[config.mk]
export PLATFORM = sky130hd
export DESIGN_NAME = tccw_ctrl
export DESIGN_NICKNAME = d
export VERILOG_FILES = /design/src/hdl/tccw_pkg.sv /design/src/hdl/tccw_ctrl.sv
export SDC_FILE = /design/constraint.sdc
export NUM_CORES = 1
export LEC_CHECK = 0
export BUFFER_PORTS_ARGS = -buffer_cell sky130_fd_sc_hd__buf_2
export CAP_MARGIN = 40
export CORE_AREA = 2 2 39 41
export CTS_BUF_LIST = sky130_fd_sc_hd__clkbuf_2 sky130_fd_sc_hd__clkbuf_4 sky130_fd_sc_hd__clkbuf_8
export CTS_CLUSTER_SIZE = 16
export DETAILED_ROUTE_END_ITERATION = 12
export DIE_AREA = 0 0 41 43
export GPL_TIMING_DRIVEN = 0
export SLEW_MARGIN = 20
export SYNTH_ARGS = -nofsm -noshare
export SYNTH_HDL_FRONTEND = slang
export SYNTH_SLANG_ARGS = --single-unit
[constraint.sdc]
create_clock -name clk -period 1.4 [get_ports clk]
set_clock_uncertainty 0.05 [all_clocks]
set_input_delay 0.14 -clock clk [delete_from_list [all_inputs] [get_ports clk]]
set_output_delay 0.14 -clock clk [all_outputs]
set_load 0.01 [all_outputs]
[src/hdl/tccw_pkg.sv]
// ----------------------------------------------------------------------------
// tccw_pkg
// Shared types and constants for the text console cursor writer.
// ----------------------------------------------------------------------------
package tccw_pkg;

  localparam int DEF_SCREEN_COLUMNS = 80;
  localparam int DEF_SCREEN_ROWS    = 25;

  localparam int NUMBER_W   = 32;
  localparam int CELL_W     = 11;
  localparam int DIGIT_W    = 4;
  localparam int MAX_DIGITS = 10;
  localparam int DCNT_W     = $clog2(MAX_DIGITS);

  // Exact floor(n / 10) for any 32-bit n: (n * 0xCCCCCCCD) >> 35.
  localparam logic [NUMBER_W-1:0] RECIP_TEN   = 32'hCCCC_CCCD;
  localparam int                  RECIP_SHIFT = 35;

  localparam logic [7:0] TEXT_COLOR_RESET = 8'h0F;

  localparam logic [1:0] CMD_CHAR   = 2'd0;
  localparam logic [1:0] CMD_NUMBER = 2'd1;
  localparam logic [1:0] CMD_CLEAR  = 2'd2;

  localparam logic [7:0] CHAR_NUL   = 8'h00;
  localparam logic [7:0] CHAR_LF    = 8'h0A;
  localparam logic [7:0] CHAR_CR    = 8'h0D;
  localparam logic [7:0] CHAR_SPACE = 8'h20;
  localparam logic [7:0] CHAR_ZERO  = 8'h30;

  typedef struct packed {
    logic [1:0]          command;
    logic [7:0]          char_code;
    logic [NUMBER_W-1:0] number;
    logic [7:0]          fill_color;
  } in_item_t;

  typedef struct packed {
    logic [CELL_W-1:0] cell_index;
    logic [7:0]        glyph;
    logic [7:0]        attribute;
    logic              fill_screen;
    logic              last;
  } out_item_t;

  typedef struct packed {
    logic load;
    logic exec_char;
    logic conv_step;
    logic emit_step;
  } ctrl_cmd_t;

  typedef struct packed {
    logic in_is_number;
    logic conv_done;
    logic emit_done;
    logic slot_free;
  } dp_status_t;

endpackage

[src/hdl/tccw_ctrl.sv]
// ----------------------------------------------------------------------------
// tccw_ctrl
// Sequencer: accepts a command, executes a character or clear, or runs digit extraction and digit output.
// ----------------------------------------------------------------------------
module tccw_ctrl (
  input  logic                clk,
  input  logic                rst,
  input  logic                in_valid,
  output logic                in_ready,
  input  tccw_pkg::dp_status_t status,
  output tccw_pkg::ctrl_cmd_t  cmd
);
  import tccw_pkg::*;

  typedef enum logic [3:0] {
    ST_IDLE = 4'b0001,
    ST_CHAR = 4'b0010,
    ST_CONV = 4'b0100,
    ST_EMIT = 4'b1000
  } state_t;

  state_t state, state_next;

  always_ff @(posedge clk) begin
    if (rst) begin
      state <= ST_IDLE;
    end else begin
      state <= state_next;
    end
  end

  always_comb begin
    state_next = state;
    cmd        = '0;
    in_ready   = 1'b0;
    unique case (state)
      ST_IDLE: begin
        in_ready = 1'b1;
        if (in_valid) begin
          cmd.load   = 1'b1;
          state_next = status.in_is_number ? ST_CONV : ST_CHAR;
        end
      end
      ST_CHAR: begin
        if (status.slot_free) begin
          cmd.exec_char = 1'b1;
          state_next    = ST_IDLE;
        end
      end
      ST_CONV: begin
        cmd.conv_step = 1'b1;
        if (status.conv_done) begin
          state_next = ST_EMIT;
        end
      end
      ST_EMIT: begin
        if (status.slot_free) begin
          cmd.emit_step = 1'b1;
          if (status.emit_done) begin
            state_next = ST_IDLE;
          end
        end
      end
      default: begin
        state_next = ST_IDLE;
      end
    endcase
  end

endmodule

==> impl_metrics.env, run 1 <==
export IMPL_postSynthCellCount=24
export IMPL_crit_chain="nor4b_4 > nand2_2 > inv_1 > buf_2"
export IMPL_timing_final_setup_violations=0
export IMPL_worst_hold_margin_ns=0.0652
export IMPL_crit_path_end_kind="output pin"
export IMPL_hold_viol_final=0
export IMPL_synth_compound_area_share_pct=19.4
export IMPL_critical_path_n_buffers_inverters=2
export IMPL_drt_pass1_iterations=2
export IMPL_muxShareOfSynthArea_pct=0
export IMPL_critPathArrivalTime_ns=1.14
export IMPL_synth_xor_xnor_area_share_pct=0
export IMPL_finalWirelength_um=595
export IMPL_core_region_area_um2=1380
export IMPL_post_route_period_util_pct=95.0
export IMPL_total_leakage_power_uw=0.000167
export IMPL_diodes=0
export IMPL_cts_htree_levels=1
export IMPL_yosysWarningCount=0
export IMPL_synth_top_family_by_area="simple AND/OR/NAND/NOR gates"
export IMPL_dieArea_um2=1760
export IMPL_layout_commonest_cell="sky130_fd_sc_hd__buf_2"
export IMPL_synthSimpleGateAreaFrac_pct=43.0
export IMPL_max_clock_freq_mhz=752
export IMPL_hold_buffers=0
export IMPL_worst_path_max_fanout=6
export IMPL_irDropWorstVdd_mv=0.547
export IMPL_post_dp_cell_area_um2=308
export IMPL_postLayoutCoreUtil_pct=26.6
export IMPL_synth_ff_latch_count=4
export IMPL_first_global_vias=208
export IMPL_initialDrtViolationCount=15
export IMPL_floorplan_rows=14
export IMPL_die_width_um=41
export IMPL_area_growth_synth_to_final_pct=58.1
export IMPL_synth_area_um2=233
export IMPL_period_minus_slack_ns=1.33
export IMPL_postSynthNetCount=31
export IMPL_grt_pass1_wl_um=890
export IMPL_fin_nets=48
export IMPL_grt_start_max_net_pins=8
export IMPL_cts_buffers_inserted=3
export IMPL_synth_cell_type_count=18
export IMPL_biggestRegsByFlops="state (4)"
export IMPL_ys_flop_type="sky130_fd_sc_hd__dfxtp_1"
export IMPL_via_count=252
export IMPL_synth_adder_area_share_pct=0
export IMPL_drt_met1_wl_um=304
export IMPL_port_buffer_count=11
export IMPL_maxSlewViolCount=0
export IMPL_tns_ns=0
export IMPL_number_of_antenna_violations_at_the_first_check_in_global_routing=0
export IMPL_gp_routability_congestion=0.774
export IMPL_numClockSinks=4
export IMPL_place_detailed_hpwl_um=429
export IMPL_run_status="finished, final reports clean"
export IMPL_mean_syn_cell_area_um2=9.70
export IMPL_top_level_ports=12
export IMPL_startpoint_type="flip-flop"
export IMPL_critPathRequiredTime_ns=1.21
export IMPL_clk_path_buf_depth=2
export IMPL_finalInstanceArea_um2=368
export IMPL_detailroute_wirelength_met2_um=233
export IMPL_cts_tree="built"
export IMPL_worstHoldPathType="in -> reg"
export IMPL_synthArstFlopShare_pct=0
export IMPL_route_detailed_wl_per_inst_um=10.8
export IMPL_combined_global_route_utilization_of_all_metal_layers_pct=8.22
export IMPL_avgViaCountPerCell=4.58
export IMPL_criticalPathCategory="reg -> out"
export IMPL_max_stage_delay_ns=0.36
export IMPL_clock_root_buffer="sky130_fd_sc_hd__clkbuf_4"
export IMPL_synth_enable_flop_cells=0
export IMPL_ant_nets=0
export IMPL_synth_seq_area_share_pct=34.4
export IMPL_max_cap_violations=0
export IMPL_setup_repair_after_global_routing_missed_its_margin="false"
export IMPL_crit_path_top_delay_cell="sky130_fd_sc_hd__dfxtp_4"
export IMPL_slew_limit_headroom_pct=78.1
export IMPL_topRoutingLayerUsed="met3"
export IMPL_clkLatencyLatePin_ns=0.23
export IMPL_start_util_pct=16.8
export IMPL_largest_reg_by_ff_count="state"
export IMPL_transition_time_of_the_tightest_slew_check_pin_ns=0.320
export IMPL_mostFrequentLayoutCells="11 x sky130_fd_sc_hd__buf_2, 3 x sky130_fd_sc_hd__clkbuf_4"
export IMPL_power_per_cell_area_nw_per_um2=894
export IMPL_fraction_of_layout_instances_using_a_drive_strength_above_1_pct=59.0
export IMPL_worst_setup_hold_path_clk_slew_ns=0.03
export IMPL_path_delay_family="simple AND/OR/NAND/NOR gates"
export IMPL_routed_wl_met3_um=57
export IMPL_drc_errors=0
export IMPL_grt_overflow_total=0
export IMPL_largest_reg_flops=4
export IMPL_fp_dieH_um=43
power breakdown:
part | switching, uW | internal, uW | total (uW) | leakage (uW)
logic | 24.8 | 32.8 | 57.6 | 0.000120
clock network | 44.9 | 95.7 | 141 | 0.0000138
registers | 10.7 | 120 | 130 | 0.0000336
per-stage QoR:
stage	cells	worst slack, ns	power [uW]
floorplan	24	0.0708	154
global placement	51	0.0882	177
detailed placement	51	0.0986	178
CTS	54	0.00438	332
global route	55	0.00289	356
finish	55	0.0695	329
timing repair:
item,CTS,global route
pin swaps,1,2
endpoints found under the setup margin,2,3
buffers inserted,0,1
resized for setup,3,4
endpoints found under the hold margin,0,0
synth_stat cells, types with 2 or more instances:
| library cell | instances | area (um^2) |
|---|---|---|
| sky130_fd_sc_hd__dfxtp_1 | 4 | 80.1 |
| sky130_fd_sc_hd__o32ai_1 | 2 | 17.5 |
| sky130_fd_sc_hd__inv_1 | 2 | 7.51 |
| sky130_fd_sc_hd__nand3b_1 | 2 | 15.0 |
final cells by class:
class                           count  area [um^2]
Clock buffer                        3         22.5
Fill cell                         146         1020
Multi-Input combinational cell     18          169
Tap cell                           16         20.0
Sequential cell                     4         86.3
Inverter                            2         7.51
Timing Repair Buffer               12         62.6
worst paths after layout:
| kind | start | to | slack [ns] | cells past startpoint |
|---|---|---|---|---|
| worst min-delay path | status[2] | state[2] | 0.07 | 2 |
| worst min register to register | state[1] | state[3] | 0.45 | 1 |
| worst max register to register | state[3] | state[0] | 0.11 | 3 |
| worst max-delay path | state[1] | cmd[3] | 0.07 | 4 |
metal layers:
metal	track usage, %	up-vias
met5	0	-
met2	8.13	11
met3	7.85	0
met1	11.2	115
li1	-	126
met4	4.00	0
logic make-up (layout without fill, tap and decap cells):
kind of cell	count (synthesis)	in the layout
DFF	4	4
AOI/OAI and AO/OA	5	5
and+or+nand+nor	13	13
buffers and inverters	2	17
(Power assumes the default switching activity.)
==> inputs of run 2 (changes only) <==
--- a/config.mk
+++ b/config.mk
@@ -7,12 +7,15 @@
 export LEC_CHECK = 0
 export BUFFER_PORTS_ARGS = -buffer_cell sky130_fd_sc_hd__buf_2
 export CAP_MARGIN = 40
+export CELL_PAD_IN_SITES_DETAIL_PLACEMENT = 1
+export CELL_PAD_IN_SITES_GLOBAL_PLACEMENT = 1
 export CORE_AREA = 2 2 39 41
 export CTS_BUF_LIST = sky130_fd_sc_hd__clkbuf_2 sky130_fd_sc_hd__clkbuf_4 sky130_fd_sc_hd__clkbuf_8
 export CTS_CLUSTER_SIZE = 16
 export DETAILED_ROUTE_END_ITERATION = 12
 export DIE_AREA = 0 0 41 43
 export GPL_TIMING_DRIVEN = 0
+export PLACE_DENSITY_LB_ADDON = 0.1
 export SLEW_MARGIN = 20
 export SYNTH_ARGS = -nofsm -noshare
 export SYNTH_HDL_FRONTEND = slang
==> constraint.sdc (replaced) <==
create_clock -name clk -period 1.6 [get_ports clk]
set_clock_uncertainty 0.05 [all_clocks]
set_input_delay 0.16 -clock clk [delete_from_list [all_inputs] [get_ports clk]]
set_output_delay 0.16 -clock clk [all_outputs]
set_load 0.01 [all_outputs]
==> impl_metrics.env, run 2 (synthesized netlist as in run 1, its figures left out) <==
export IMPL_clkLatencyLatePin_ns=0.23
export IMPL_max_cap_violations=0
export IMPL_gp_routability_congestion=0.628
export IMPL_combined_global_route_utilization_of_all_metal_layers_pct=10.3
export IMPL_biggestRegsByFlops="state (4)"
export IMPL_stdcell_count=54
export IMPL_max_clock_freq_mhz=687
export IMPL_initialDrtViolationCount=0
export IMPL_criticalPathCategory="reg -> out"
export IMPL_critPathArrivalTime_ns=1.24
export IMPL_ant_nets=0
export IMPL_drc_errors=0
export IMPL_avgViaCountPerCell=4.54
export IMPL_period_minus_slack_ns=1.45
export IMPL_transition_time_of_the_tightest_slew_check_pin_ns=0.387
export IMPL_floorplan_rows=14
export IMPL_area_growth_synth_to_final_pct=45.7
export IMPL_tns_ns=0
export IMPL_critPathRequiredTime_ns=1.39
export IMPL_post_route_period_util_pct=90.9
export IMPL_fraction_of_layout_instances_using_a_drive_strength_above_1_pct=47.4
export IMPL_clk_path_buf_depth=2
export IMPL_mostFrequentLayoutCells="11 x sky130_fd_sc_hd__buf_2, 4 x sky130_fd_sc_hd__dfxtp_1, 3 x sky130_fd_sc_hd__clkbuf_4"
export IMPL_hold_viol_final=0
export IMPL_core_region_area_um2=1380
export IMPL_place_detailed_hpwl_um=546
export IMPL_reg2reg_depth=3
export IMPL_hold_path_startpoint="status[2]"
export IMPL_finalWirelength_um=684
export IMPL_power_per_cell_area_nw_per_um2=830
export IMPL_die_width_um=41
export IMPL_setup_repair_after_global_routing_missed_its_margin="false"
export IMPL_dieArea_um2=1760
export IMPL_worst_setup_hold_path_clk_slew_ns=0.04
export IMPL_final_setup_worst_slack_ns=0.145
export IMPL_fp_dieH_um=43
export IMPL_cts_buffers_inserted=3
export IMPL_worst_r2r_endpoint="state[0]"
export IMPL_run_status="finished, final reports clean"
export IMPL_diodes=0
export IMPL_ff2ff_setup_slack_ns=0.25
export IMPL_cts_htree_levels=1
export IMPL_grt_start_max_net_pins=8
export IMPL_layout_commonest_cell="sky130_fd_sc_hd__buf_2"
export IMPL_slew_limit_headroom_pct=73.5
export IMPL_largest_reg_flops=4
export IMPL_pre_cts_ws_ns=0.278
export IMPL_hold_end="state[2]"
export IMPL_fin_nets=47
export IMPL_numClockSinks=4
export IMPL_timing_final_setup_violations=0
export IMPL_postLayoutCoreUtil_pct=24.5
export IMPL_grt_pass1_wl_um=1210
export IMPL_worstHoldPathType="in -> reg"
export IMPL_fill_cells=162
export IMPL_port_buffer_count=11
export IMPL_worst_path_max_fanout=6
export IMPL_total_leakage_power_uw=0.000160
export IMPL_via_count=245
export IMPL_grt_overflow_total=0
export IMPL_dp_cells=51
export IMPL_maxSlewViolCount=0
export IMPL_startpoint_type="flip-flop"
export IMPL_crit_path_end_kind="output pin"
export IMPL_top_level_ports=12
export IMPL_cts_tree="built"
export IMPL_first_global_vias=287
export IMPL_clock_root_buffer="sky130_fd_sc_hd__clkbuf_4"
export IMPL_number_of_antenna_violations_at_the_first_check_in_global_routing=0
export IMPL_drt_pass1_iterations=1
export IMPL_largest_reg_by_ff_count="state"
export IMPL_min_path_cells=2
export IMPL_irDropWorstVdd_mv=0.275
export IMPL_route_detailed_wl_per_inst_um=12.7
export IMPL_timing_rr_start="state[1]"
export IMPL_start_util_pct=16.8
export IMPL_post_cts_repair_setup_buffers=0
==> run 2: power breakdown <==
part	switching, uW	total (uW)	internal (uW)
registers	7.18	112	105
clock network	38.7	122	83.7
logic	21.9	46.8	24.9
total	67.7	281	214
==> run 2: cell type report <==
cell class,count,area [um^2],area share [%]
Clock buffer,3,22.5,6.64
Inverter,2,7.51,2.21
Multi-Input combinational cell,18,154,45.4
Sequential cell,4,80.1,23.6
Tap cell,16,20.0,5.90
Timing Repair Buffer,11,55.1,16.2
==> run 2: metal layers <==
| layer | up-vias | global-route usage, % | wire [um] |
|---|---|---|---|
| met1 | 116 | 10.9 | 259 |
| met2 | 7 | 16.3 | 377 |
| li1 | 122 | - | - |
| met3 | 0 | 2.62 | 47 |
| met5 | - | 0 | 0 |
| met4 | 0 | 8.00 | 0 |
==> run 2: worst max-delay path by stage <==
stage	startpoint	slack, ns	endpoint
3_3_place_gp	state[1]	0.28	state[0]
2_1_floorplan	state[2]	0.27	state[0]
6_report	state[2]	0.15	cmd[1]
4_1_cts	state[2]	0.07	cmd[3]
5_1_grt	state[2]	0.06	cmd[3]
3_5_place_dp	state[1]	0.28	state[0]
==> run 2: metrics by stage <==
stage / cell area, um^2 / power [uW] / hold WS, ns
after floorplan: 233 / 135 / 0.193
after global routing: 339 / 305 / 0.0806
final: 339 / 281 / 0.0825
after detailed placement: 308 / 157 / 0.325
after global placement: 308 / 156 / 0.322
after CTS: 330 / 287 / 0.0746
==> run 2: worst max-delay path, cell delays in order (launching register included) <==
cell,delay (ns)
sky130_fd_sc_hd__dfxtp_1,0.43
sky130_fd_sc_hd__nor4b_1,0.37
sky130_fd_sc_hd__buf_2,0.21
==> run 2: repair_timing <==
action                                  in CTS  in global routing
hold buffers                                 0                  0
endpoints found under the setup margin       0                  1
gates resized for setup                      0                  1
==> inputs of run 3 (changes only) <==
--- a/config.mk
+++ b/config.mk
@@ -5,6 +5,7 @@
 export SDC_FILE = /design/constraint.sdc
 export NUM_CORES = 1
 export LEC_CHECK = 0
+export ABC_AREA = 1
 export BUFFER_PORTS_ARGS = -buffer_cell sky130_fd_sc_hd__buf_2
 export CAP_MARGIN = 40
 export CELL_PAD_IN_SITES_DETAIL_PLACEMENT = 1
==> impl_metrics.env, run 3 <==
export IMPL_ys_flop_type="sky130_fd_sc_hd__dfxtp_1"
export IMPL_hold_viol_final=0
export IMPL_avgViaCountPerCell=4.04
export IMPL_gp_routability_congestion=0.623
export IMPL_floorplan_rows=14
export IMPL_synth_top_cells_by_area="sky130_fd_sc_hd__dfxtp_1 27%, sky130_fd_sc_hd__inv_1 17%, sky130_fd_sc_hd__nand2_1 13%, sky130_fd_sc_hd__nand3_1 10%, sky130_fd_sc_hd__nor2_1 10%"
export IMPL_worst_path_max_fanout=4
export IMPL_reg2reg_depth=7
export IMPL_mean_syn_cell_area_um2=5.77
export IMPL_grt_pass1_wl_um=1060
export IMPL_worst_r2r_endpoint="state[3]"
export IMPL_via_count=327
export IMPL_criticalPathCategory="reg -> out"
export IMPL_initialDrtViolationCount=1
export IMPL_fp_dieH_um=43
export IMPL_post_cts_resized=0
export IMPL_finalWirelength_um=721
export IMPL_max_cap_violations=0
export IMPL_cts_tree="built"
export IMPL_hold_end="state[2]"
export IMPL_postSynthCellCount=51
export IMPL_fraction_of_layout_instances_using_a_drive_strength_above_1_pct=29.2
export IMPL_run_status="finished, final reports clean"
export IMPL_maxSlewViolCount=0
export IMPL_cts_htree_levels=1
export IMPL_worst_setup_hold_path_clk_slew_ns=0.04
export IMPL_place_detailed_hpwl_um=629
export IMPL_drc_errors=0
export IMPL_synth_largest_area_cell="sky130_fd_sc_hd__dfxtp_1"
export IMPL_fill_cells=195
export IMPL_synth_cell_type_count=11
export IMPL_total_leakage_power_uw=0.000243
export IMPL_synth_enable_flop_cells=0
export IMPL_drt_pass1_iterations=2
export IMPL_grt_overflow_total=0
export IMPL_stdcell_count=81
export IMPL_postSynthNetCount=58
export IMPL_clock_root_buffer="sky130_fd_sc_hd__clkbuf_4"
export IMPL_core_region_area_um2=1380
export IMPL_power_per_cell_area_nw_per_um2=1060
export IMPL_setup_repair_after_global_routing_missed_its_margin="false"
export IMPL_synthArstFlopShare_pct=0
export IMPL_largest_reg_by_ff_count="state"
export IMPL_layout_commonest_cell="sky130_fd_sc_hd__inv_1"
export IMPL_critPathRequiredTime_ns=1.39
export IMPL_irDropWorstVdd_mv=0.356
export IMPL_cts_buffers_inserted=3
export IMPL_slew_limit_headroom_pct=87.3
export IMPL_crit_path_end_kind="output pin"
export IMPL_timing_rr_start="state[3]"
export IMPL_diodes=0
export IMPL_clk_path_buf_depth=2
export IMPL_max_clock_freq_mhz=721
export IMPL_synth_seq_area_share_pct=27.2
export IMPL_hold_path_startpoint="rst"
export IMPL_port_buffer_count=11
export IMPL_synth_common_cells="13 x sky130_fd_sc_hd__inv_1, 10 x sky130_fd_sc_hd__nand2_1, 8 x sky130_fd_sc_hd__nor2_1"
export IMPL_combined_global_route_utilization_of_all_metal_layers_pct=8.94
export IMPL_dieArea_um2=1760
export IMPL_largest_reg_flops=4
export IMPL_top_level_ports=12
export IMPL_ff2ff_setup_slack_ns=0.43
export IMPL_tns_ns=0
export IMPL_numClockSinks=4
export IMPL_synth_area_um2=294
export IMPL_transition_time_of_the_tightest_slew_check_pin_ns=0.190
export IMPL_ant_nets=0
export IMPL_area_growth_synth_to_final_pct=33.2
export IMPL_startpoint_type="flip-flop"
export IMPL_first_global_vias=276
export IMPL_route_detailed_wl_per_inst_um=8.90
export IMPL_yosys_area_top_type_share_pct=27.2
export IMPL_hold_buffers=0
export IMPL_start_util_pct=21.2
export IMPL_biggestRegsByFlops="state (4)"
export IMPL_clkLatencyLatePin_ns=0.23
export IMPL_timing_final_setup_violations=0
export IMPL_number_of_antenna_violations_at_the_first_check_in_global_routing=0
export IMPL_critPathArrivalTime_ns=1.18
export IMPL_post_cts_repair_setup_buffers=0
export IMPL_grt_start_max_net_pins=5
export IMPL_power_uw=414
export IMPL_die_width_um=41
export IMPL_dp_cells=78
export IMPL_mostFrequentLayoutCells="13 x sky130_fd_sc_hd__inv_1, 11 x sky130_fd_sc_hd__buf_2, 10 x sky130_fd_sc_hd__nand2_1, 8 x sky130_fd_sc_hd__nor2_1, 6 x sky130_fd_sc_hd__nand3_1"
export IMPL_fin_nets=74
export IMPL_post_route_period_util_pct=86.7
export IMPL_yosysWarningCount=0
export IMPL_period_minus_slack_ns=1.39
export IMPL_min_path_cells=2
export IMPL_synth_ff_latch_count=4
export IMPL_yosys_cell_count_top_type="sky130_fd_sc_hd__inv_1"
export IMPL_worstHoldPathType="in -> reg"
run 3: cell types whose count changed after synthesis, sizes merged, moves of 7 or more:
cell | previous run | this run
nor2 | 1 | 12
inv | 2 | 13
nand3 | 0 | 7
nand2 | 2 | 10
run 3: routing by layer:
metal / GRT usage, % / part of all wire [%]
met4: 6.00 / 0
met1: 11.9 / 46
met5: 0 / 0
met3: 1.57 / 5.3
met2: 12.5 / 49
run 3: critical path, cell delays in order, from the launching register on:
cell	delay [ns]
sky130_fd_sc_hd__dfxtp_1	0.33
sky130_fd_sc_hd__nor2_2	0.20
sky130_fd_sc_hd__nand3_2	0.16
sky130_fd_sc_hd__nor2_4	0.12
sky130_fd_sc_hd__buf_2	0.13
run 3: logic make-up after synthesis:
group	after synthesis	share of synthesized area [%]
compound gates	3	5.10
buf+inv	13	16.6
simple gates	31	51.1
flops	4	27.2
run 3: cell type report:
type | instances | area [um^2] | area share (%)
Inverter | 13 | 48.8 | 12.5
Clock buffer | 3 | 22.5 | 5.75
Sequential cell | 4 | 80.1 | 20.4
Multi-Input combinational cell | 34 | 165 | 42.2
Tap cell | 16 | 20.0 | 5.11
Timing Repair Buffer | 11 | 55.1 | 14.1
run 3: per-stage QoR:
step | hold slack, ns | area (um^2) | worst slack (ns) | utilization (%)
finish | 0.0718 | 392 | 0.213 | 28.3
global route | 0.0842 | 392 | 0.114 | 28.3
CTS | 0.0685 | 392 | 0.188 | 28.3
detailed placement | 0.313 | 369 | 0.421 | 26.7
global placement | 0.299 | 369 | 0.413 | 26.7
floorplan | 0.179 | 294 | 0.562 | -
run 3: where the power goes:
group	switching, uW	internal [uW]	total, uW
sequential	17.9	116	134
combinational	101	60.0	161
clock	35.7	83.5	119
run 3: how the worst max path moves through the flow:
stage	to	from
after floorplan	state[3]	state[3]
after global placement	state[3]	state[2]
after detailed placement	state[3]	state[3]
after CTS	cmd[3]	state[2]
after global routing	cmd[3]	state[2]
final	cmd[3]	state[2]
